===== config.mk =====
export PLATFORM = sky130hd
export DESIGN_NAME = jet_colormap_bmp_stream_writer_core
export DESIGN_NICKNAME = d
export VERILOG_FILES = /design/src/sv/jcbw_pkg.sv /design/src/sv/jcbw_datapath.sv /design/src/sv/jcbw_ctrl.sv /design/src/sv/jet_colormap_bmp_stream_writer_core.sv
export VERILOG_INCLUDE_DIRS = /design/src /design/src/sv
export SDC_FILE = /design/constraint.sdc
export NUM_CORES = 2
export LEC_CHECK = 0
export BUFFER_PORTS_ARGS = -buffer_cell sky130_fd_sc_hd__buf_4
export CELL_PAD_IN_SITES_DETAIL_PLACEMENT = 1
export CELL_PAD_IN_SITES_GLOBAL_PLACEMENT = 1
export CORE_MARGIN = 8
export CORE_UTILIZATION = 47
export CTS_BUF_LIST = sky130_fd_sc_hd__clkbuf_2
export DETAILED_ROUTE_END_ITERATION = 8
export PLACE_DENSITY_LB_ADDON = 0.1
export SYNTH_ARGS = -nofsm -noshare
export SYNTH_HDL_FRONTEND = slang
export SYNTH_HIERARCHICAL = 1
export SYNTH_SLANG_ARGS = --single-unit

===== constraint.sdc =====
create_clock -name clk -period 31.9 [get_ports clk]
set_input_delay 6.38 -clock clk [delete_from_list [all_inputs] [get_ports clk]]
set_output_delay 6.38 -clock clk [all_outputs]
set_load 0.03 [all_outputs]

===== src/sv/assert_macros.svh =====
// Assertion macros shared by the RTL.
`ifndef ASSERT_MACROS_SVH
`define ASSERT_MACROS_SVH
// Implication checked on every rising clock edge outside reset.
`define ASSERT_IMPL(label, clk, rst_n, ante, cons) \
  label: assert property (@(posedge clk) disable iff (!rst_n) (ante) |-> (cons)) \
    else $error("assertion failed");
// Invariant checked on every rising clock edge outside reset.
`define ASSERT_ALWAYS(label, clk, rst_n, cond) \
  label: assert property (@(posedge clk) disable iff (!rst_n) (cond)) \
    else $error("assertion failed");
`endif


===== src/sv/jcbw_pkg.sv =====
// Package: constants and types of the BMP stream writer.
`timescale 1ns / 1ps
package jcbw_pkg;
  localparam int MAX_SIZE = 4096;
  localparam int HDR_LEN = 54;
  localparam int CFG_W = 32;
  localparam int IDX_W = 2;
  localparam logic [IDX_W-1:0] REG_SIZE = 2'd0;
  localparam logic [IDX_W-1:0] REG_MIN = 2'd1;
  localparam logic [IDX_W-1:0] REG_MAX = 2'd2;

  // Byte source selected by the controller.
  typedef enum logic [1:0] {
    SRC_HDR = 2'd0,
    SRC_PIX = 2'd1,
    SRC_PAD = 2'd2
  } src_t;

  // Controller -> datapath commands.
  typedef struct packed {
    logic       load;     // capture sample, start color computation
    logic       step;     // not used by the datapath, which advances its division by itself
    src_t       src;
    logic [5:0] hdr_idx;
    logic [1:0] chan;     // 0=B 1=G 2=R
  } cmd_t;

  // Datapath -> controller status.
  typedef struct packed {
    logic done;           // colors ready
  } sts_t;
endpackage


===== src/sv/jcbw_datapath.sv =====
// Datapath: header bytes, sample normalization, colormap and byte mux.
`timescale 1ns / 1ps
module jcbw_datapath (
  input  logic                 clk,
  input  logic                 rst_n,
  input  jcbw_pkg::cmd_t       cmd,
  output jcbw_pkg::sts_t       sts,
  input  logic signed [31:0]   sample,
  input  logic signed [31:0]   min_level,
  input  logic signed [31:0]   max_level,
  input  logic [12:0]          n_sz,
  output logic [7:0]           out_byte
);
  import jcbw_pkg::*;

  // Stage 0: register normalized operands.
  logic signed [36:0] t_r, den_r;
  logic [1:0]         pad;
  logic [31:0]        dsize, fsize;
  logic [15:0]        row_b;
  logic [7:0]         b_r, g_r, r_r;

  // Division unit: q = floor(num*255 / den2), num,den2 < 2^37.
  // Long division bit-serial: 9 quotient bits suffice after clamp check.
  typedef enum logic [2:0] {
    PH_IDLE, PH_SEG, PH_DIV, PH_DONE
  } ph_t;
  ph_t              ph_r;
  logic [1:0]       ch_r;      // channel under division
  logic [46:0]      rem_r;     // remainder
  logic [46:0]      num_r;     // dividend shifting in
  logic [38:0]      dv_r;      // divisor (den2)
  logic [8:0]       q_r;
  logic [5:0]       cnt_r;
  logic signed [37:0] nb_r, ng_r, nr_r; // numerators per channel (<=0 -> 0)
  logic [1:0]       fix_r;     // per-seg code of the channel fixed at 255

  logic signed [37:0] den1;
  logic [47:0] rem_sh;
  logic [46:0] num255;

  assign row_b = 16'(3 * n_sz) + 16'(pad);
  assign pad   = 2'((3'd4 - 3'(2'(3 * n_sz))) & 3'd3);
  assign dsize = 32'(row_b) * 32'(n_sz);
  assign fsize = dsize + 32'(HDR_LEN);

  function automatic logic [7:0] hdr_byte(input logic [5:0] i, input logic [31:0] fs,
                                          input logic [31:0] ds, input logic [12:0] n);
    logic [7:0] v;
    v = 8'd0;
    unique case (i)
      6'd0: v = 8'h42;
      6'd1: v = 8'h4D;
      6'd2: v = fs[7:0];
      6'd3: v = fs[15:8];
      6'd4: v = fs[23:16];
      6'd5: v = fs[31:24];
      6'd10: v = 8'd54;
      6'd14: v = 8'd40;
      6'd18, 6'd22: v = n[7:0];
      6'd19, 6'd23: v = {3'd0, n[12:8]};
      6'd26: v = 8'd1;
      6'd28: v = 8'd24;
      6'd34: v = ds[7:0];
      6'd35: v = ds[15:8];
      6'd36: v = ds[23:16];
      6'd37: v = ds[31:24];
      default: v = 8'd0;
    endcase
    return v;
  endfunction

  assign rem_sh = {rem_r, num_r[46]};
  logic signed [37:0] cur_num;
  always_comb begin
    unique case (ch_r)
      2'd0:    cur_num = nb_r;
      2'd1:    cur_num = ng_r;
      default: cur_num = nr_r;
    endcase
  end
  assign num255 = 47'(cur_num) * 47'd255;
  assign den1 = den_r;

  logic signed [39:0] t8;
  assign t8 = 40'(t_r);

  always_ff @(posedge clk) begin
    if (!rst_n) begin
      ph_r <= PH_IDLE;
    end else begin
      unique case (ph_r)
        // A new request is taken both after reset and once the last colors were used.
        PH_IDLE, PH_DONE: begin
          if (cmd.load) begin
            logic signed [33:0] d, den;
            d   = 34'(sample) - 34'(min_level);
            den = 34'(max_level) - 34'(min_level);
            if (den == 34'sd0) begin
              d = '0; den = 34'sd1;
            end else if (den < 0) begin
              d = -d; den = -den;
            end
            t_r   <= 37'(d) <<< 3;
            den_r <= 37'(den);
            ph_r  <= PH_SEG;
          end
        end
        PH_SEG: begin
          nb_r <= '0; ng_r <= '0; nr_r <= '0;
          b_r <= 8'd0; g_r <= 8'd0; r_r <= 8'd0;
          fix_r <= 2'd0;
          if (t_r <= den_r) begin
            nb_r <= 38'(t_r) + 38'(den_r);
          end else if (t_r <= 37'(3) * den_r) begin
            ng_r <= 38'(t_r) - 38'(den_r);
            fix_r <= 2'd1;
          end else if (t_r <= 37'(5) * den_r) begin
            nr_r <= 38'(t_r) - 38'(3) * 38'(den_r);
            nb_r <= 38'(5) * 38'(den_r) - 38'(t_r);
            fix_r <= 2'd2;
          end else if (t_r <= 37'(7) * den_r) begin
            ng_r <= 38'(7) * 38'(den_r) - 38'(t_r);
            fix_r <= 2'd3;
          end else begin
            nr_r <= 38'(9) * 38'(den_r) - 38'(t_r);
          end
          dv_r <= 39'(den_r) <<< 1;
          ch_r <= 2'd0;
          cnt_r <= '0;
          ph_r <= PH_DIV;
        end
        PH_DIV: begin
          if (cnt_r == 6'd0) begin
            // Load dividend for channel.
            num_r <= (cur_num <= 0) ? 47'd0 : num255;
            rem_r <= '0;
            q_r   <= '0;
            cnt_r <= 6'd1;
          end else begin
            logic [47:0] diff;
            logic        ge;
            diff = rem_sh - {9'd0, dv_r};
            ge   = (rem_sh >= {9'd0, dv_r});
            rem_r <= ge ? diff[46:0] : rem_sh[46:0];
            num_r <= num_r << 1;
            q_r   <= (q_r[8] | (ge & q_r[7])) ? 9'h100 : {q_r[7:0], ge};
            if (cnt_r == 6'd47) begin
              logic [7:0] v;
              logic       sat;
              sat = q_r[8] | (ge & q_r[7]) | (q_r[7] & 1'b0);
              v = (q_r[8] | q_r[7]) ? 8'hFF : {q_r[6:0], ge};
              if (sat) v = 8'hFF;
              unique case (ch_r)
                2'd0: b_r <= (fix_r == 2'd1) ? 8'hFF : v;
                2'd1: g_r <= (fix_r == 2'd2) ? 8'hFF : v;
                default: r_r <= (fix_r == 2'd3) ? 8'hFF : v;
              endcase
              cnt_r <= '0;
              if (ch_r == 2'd2) ph_r <= PH_DONE;
              else ch_r <= ch_r + 2'd1;
            end else begin
              cnt_r <= cnt_r + 6'd1;
            end
          end
        end
        default: ph_r <= PH_IDLE;
      endcase
    end
  end

  assign sts.done = (ph_r == PH_DONE);

  always_comb begin
    unique case (cmd.src)
      SRC_HDR: out_byte = hdr_byte(cmd.hdr_idx, fsize, dsize, n_sz);
      SRC_PIX: out_byte = (cmd.chan == 2'd0) ? b_r : (cmd.chan == 2'd1) ? g_r : r_r;
      default: out_byte = 8'd0;
    endcase
  end
  logic unused;
  assign unused = cmd.step ^ ^t8 ^ ^den1 ^ ^rem_sh[47];
endmodule


===== src/sv/jcbw_ctrl.sv =====
// Controller: request sequencing, header/pixel/pad byte order, counters.
`timescale 1ns / 1ps
module jcbw_ctrl (
  input  logic           clk,
  input  logic           rst_n,
  input  logic           in_valid,
  output logic           in_ready,
  output logic           out_valid,
  input  logic           out_ready,
  output logic           out_run_last,
  output logic           out_image_end,
  input  logic [12:0]    n_sz,
  input  jcbw_pkg::sts_t sts,
  output jcbw_pkg::cmd_t cmd
);
  import jcbw_pkg::*;

  typedef enum logic [2:0] {
    S_IDLE, S_HDR, S_WAIT, S_PIX, S_PAD
  } state_t;
  state_t      state_r;
  logic [11:0] col_r, row_r;
  logic [5:0]  hidx_r;
  logic [1:0]  ch_r, padc_r;
  logic [1:0]  pad;
  logic        row_end, last_row, fire;

  assign pad      = 2'((3'd4 - 3'(2'(3 * n_sz))) & 3'd3);
  assign row_end  = 13'(col_r) + 13'd1 >= n_sz;
  assign last_row = 13'(row_r) + 13'd1 >= n_sz;
  assign in_ready = (state_r == S_IDLE);
  assign fire     = out_valid & out_ready;

  always_comb begin
    cmd = '0;
    cmd.load    = in_valid & in_ready;
    cmd.hdr_idx = hidx_r;
    cmd.chan    = ch_r;
    unique case (state_r)
      S_HDR:   cmd.src = SRC_HDR;
      S_PIX:   cmd.src = SRC_PIX;
      default: cmd.src = SRC_PAD;
    endcase
    out_valid = (state_r == S_HDR) || (state_r == S_PIX) || (state_r == S_PAD);
    out_run_last = ((state_r == S_PIX) && ch_r == 2'd2 && !(row_end && pad != 0)) ||
                   ((state_r == S_PAD) && padc_r == pad - 2'd1);
    out_image_end = out_run_last && row_end && last_row;
  end

  // Column and row counters advance on the final byte of a run, so the run flags see the
  // position of the pixel that caused it.
  always_ff @(posedge clk) begin
    if (!rst_n) begin
      state_r <= S_IDLE;
      col_r <= '0; row_r <= '0; hidx_r <= '0; ch_r <= '0; padc_r <= '0;
    end else begin
      unique case (state_r)
        S_IDLE: if (in_valid) begin
          hidx_r <= '0; ch_r <= '0; padc_r <= '0;
          state_r <= (col_r == 0 && row_r == 0) ? S_HDR : S_WAIT;
        end
        S_HDR: if (fire) begin
          hidx_r <= hidx_r + 6'd1;
          if (hidx_r == 6'(HDR_LEN - 1)) state_r <= S_WAIT;
        end
        S_WAIT: if (sts.done) state_r <= S_PIX;
        S_PIX: if (fire) begin
          ch_r <= ch_r + 2'd1;
          if (ch_r == 2'd2) begin
            if (row_end && pad != 0) state_r <= S_PAD;
            else begin
              state_r <= S_IDLE;
              if (row_end) begin
                col_r <= '0;
                row_r <= last_row ? 12'd0 : row_r + 12'd1;
              end else col_r <= col_r + 12'd1;
            end
          end
        end
        S_PAD: if (fire) begin
          padc_r <= padc_r + 2'd1;
          if (padc_r == pad - 2'd1) begin
            state_r <= S_IDLE;
            col_r <= '0;
            row_r <= last_row ? 12'd0 : row_r + 12'd1;
          end
        end
        default: state_r <= S_IDLE;
      endcase
    end
  end
endmodule


===== src/sv/jet_colormap_bmp_stream_writer_core.sv =====
// Top level: jet colormap 24-bit BMP byte stream writer.
//   channel | direction | payload
//   in_     | request   | in_sample (signed Q16.16)
//   out_    | result    | out_out_byte, out_run_last, out_image_end
//   cfg_    | write     | cfg_index, cfg_data
// Cycles: one byte per cycle out while out_ready is high. The colors of a request
// come from one setup step, then three bit-serial divisions in the datapath;
// the 54 header bytes of a new image go out while the colors are computed. Then 3 color
// bytes and the row pad follow, and the controller returns to idle.
// Reset: synchronous active low; counters zero, config registers to defaults.
// Stalls: out_ready low freezes the byte sequence; no new request taken
// until the previous sample's bytes are all delivered.
`timescale 1ns / 1ps
`include "assert_macros.svh"
module jet_colormap_bmp_stream_writer_core (
  input  logic                 clk,
  input  logic                 rst_n,
  input  logic                 in_valid,
  output logic                 in_ready,
  input  logic signed [31:0]   in_sample,
  output logic                 out_valid,
  input  logic                 out_ready,
  output logic [7:0]           out_out_byte,
  output logic                 out_run_last,
  output logic                 out_image_end,
  input  logic                 cfg_we,
  input  logic [jcbw_pkg::IDX_W-1:0] cfg_index,
  input  logic [jcbw_pkg::CFG_W-1:0] cfg_data
);
  import jcbw_pkg::*;

  logic [12:0]        size_r;
  logic signed [31:0] min_r, max_r;
  logic [12:0]        n_sz;
  logic signed [31:0] sample_r;
  cmd_t cmd;
  sts_t sts;

  // Config registers.
  always_ff @(posedge clk) begin
    if (!rst_n) begin
      size_r <= 13'd256; min_r <= '0; max_r <= 32'sd65536;
    end else if (cfg_we) begin
      unique case (cfg_index)
        REG_SIZE: size_r <= cfg_data[12:0];
        REG_MIN:  min_r  <= cfg_data;
        REG_MAX:  max_r  <= cfg_data;
        default: ;
      endcase
    end
  end

  // Clamp size into 1..MAX_SIZE.
  assign n_sz = (size_r == 0) ? 13'd1 :
                (size_r > 13'(MAX_SIZE)) ? 13'(MAX_SIZE) : size_r;

  always_ff @(posedge clk) if (in_valid && in_ready) sample_r <= in_sample;

  jcbw_ctrl u_ctrl (
    .clk, .rst_n, .in_valid, .in_ready, .out_valid, .out_ready,
    .out_run_last, .out_image_end, .n_sz, .sts, .cmd
  );

  jcbw_datapath u_dp (
    .clk, .rst_n, .cmd, .sts, .sample(in_sample), .min_level(min_r),
    .max_level(max_r), .n_sz, .out_byte(out_out_byte)
  );

  logic unused;
  assign unused = ^sample_r;

  `ASSERT_IMPL(a_end_is_last, clk, rst_n, out_image_end, out_run_last)
  `ASSERT_IMPL(a_no_in_while_out, clk, rst_n, out_valid, !in_ready)
endmodule

==> run summary <==
status: finished, violations left
failing checks: max-capacitance violations, max-slew violations
Worst-Skew Late Latency: 1540 ps
critical path class: flip-flop to primary output
clk slew on worst S/H paths: 100 ps
TritonCTS clock tree: done
Hold Path Class: flip-flop to flip-flop
Die Area: 163000 µm²
Slew @ Worst Pin: 1580 ps
via count: 60400
Bufs and invs on worst path: 6
Worst Setup SP: size_r[1]
# fillers: 18000
crit path max fanout: 27
WP data required: 25520 ps
synthesized area per cell: 8.60 µm²
Final Slew Violations: 5
Area Overhead vs Synth: 6.21%
GRT Overall Usage: 0.281
Die W: 403 µm
Rows: 142
slew margin rel.: -0.0655
highest clock rate: 53.7 MHz
Tcrit/Tclk final: 0.583
Final Skew: 121 ps
Post-route DRC: 0
RSZ-0062 raised after global routing: false
Post-Syn Instances: 8205
Most Frequent Cell on Critical Path: fa_1
drt first pass iters: 5
Setup TNS: 0 ps
Inserted Clock Buffers: 140
Final Hold Fails: 0
vias in the first global route: 63400
I/O pins: 83
post-layout min period: 18610 ps
max-cap check violation count: 1
ratio of cells with drive above 1 in the final layout: 0.0604
yosys warns: 6
largest net degree at the start of global routing: 76
# resized after CTS: 0
CTS sink cnt: 469
Slowest-stage cell, CP: xnor2_1
DP HPWL: 193000 µm
hold-fix buffers at CTS: 0
drt total wl: 233000 µm
Chip Height: 403 µm
GRT overflow: 0
postcts setup bufs: 0
Initial Util: 0.472
H-tree depth: 4
clk buf depth: 3
cell family with most CP delay: compound AO/OA/AOI/OAI gates
# setup viols final: 0
Cell Area, Synth: 70500 µm²
CP arrival: 12230 ps
starting DRC count in detailed routing: 3865
IO buf count: 82
initial antenna violation count: 12
WL/cell: 22.4 µm
core area: 149000 µm²
clock tree root driver cell: clkbuf_2
first-pass GRT wire length: 364000 µm
Vias per Instance: 5.79
Final Net Count: 9857
Mapped Nets: 9772
Worst R2R Start: u_dp/den_r[1]
routability cong.: 0.932
Max stage delay on crit path: 980 ps
Routed Antenna Nets: 0
worst min-delay path startpoint: max_r[24]
crit path capture type: primary output
critical path launch point type: flip-flop
through the flow:
stage          cells  cell area (µm²)  hold WS, ps  setup slack, ps  utilization
2_1_floorplan   8205            70500          435            15860            -
3_3_place_gp   10200            73500          444            15230        0.492
3_5_place_dp   10200            73500          452            14970        0.492
4_1_cts        10400            74900          467            13190        0.501
5_1_grt        10400            74900          486            12510        0.501
6_report       10400            74900          464            13290        0.501
routing by layer:
| metal | GRT usage | part of all wire |
|---|---|---|
| met1 | 0.391 | 0.47 |
| met3 | 0.0329 | 0.045 |
| met2 | 0.460 | 0.46 |
| met4 | 0.0808 | 0.027 |
| met5 | 0 | 0.00013 |
cell type report:
class	instances	area, µm²	share of cell area
clock inverters	64	442	0.00590
repair buffers	180	1350	0.0180
multi-input cells	6134	51600	0.689
flip-flops and latches	469	12900	0.173
clock buffers	184	921	0.0123
inverters	1365	5120	0.0684
well taps	2016	2520	0.0337
diodes	11	27.5	0.000367
cell usage in the layout, fill, tap and decap left out, types with 80 or more instances in the layout:
master	n
nor2_1	551
xor2_1	195
a21o_1	270
buf_4	180
o21ai_0	275
fa_1	527
nand2_1	570
a21oi_1	484
nor3_1	116
inv_1	1360
and2_1	125
a22o_1	96
nand3_1	142
ha_1	968
edfxtp_1	353
nand2b_1	87
clkbuf_2	184
nand4_1	80
dfxtp_1	116
nor2b_1	95
xnor2_1	348
path summary, 6_finish.rpt:
check / to / slack (ps) / cells after the start
max: out_out_byte[3] / 13290 / 36
min: max_r[24] / 460 / 2
max reg2reg: u_dp/nr_r[37] / 22500 / 30
min reg2reg: max_r[24] / 460 / 2
registers in the layout (all words and copies together), names as in the netlist, 3 cells and up:
signal and cells:
u_dp/g_r 8, u_dp/den_r 34, u_ctrl/row_r 12, u_dp/b_r 8, u_dp/t_r 34, u_ctrl/state_r 3, u_dp/rem_r 47, u_dp/num_r 47
size_r 13, u_ctrl/hidx_r 6, u_dp/dv_r 34, u_dp/nb_r 38, min_r 32, max_r 32, u_dp/r_r 8, u_dp/q_r 9
u_dp/cnt_r 6, u_dp/nr_r 38, u_dp/ng_r 38, u_ctrl/col_r 12
tightest hold or removal path, cell delays in order (launching register included):
cell	delay (ps)
dfxtp_1	330
nand2_1	50
a21boi_1	50
Power is left out: the tool's default activity adds up to more than one toggle a clock period on the data nets, which glitch-free logic cannot reach.
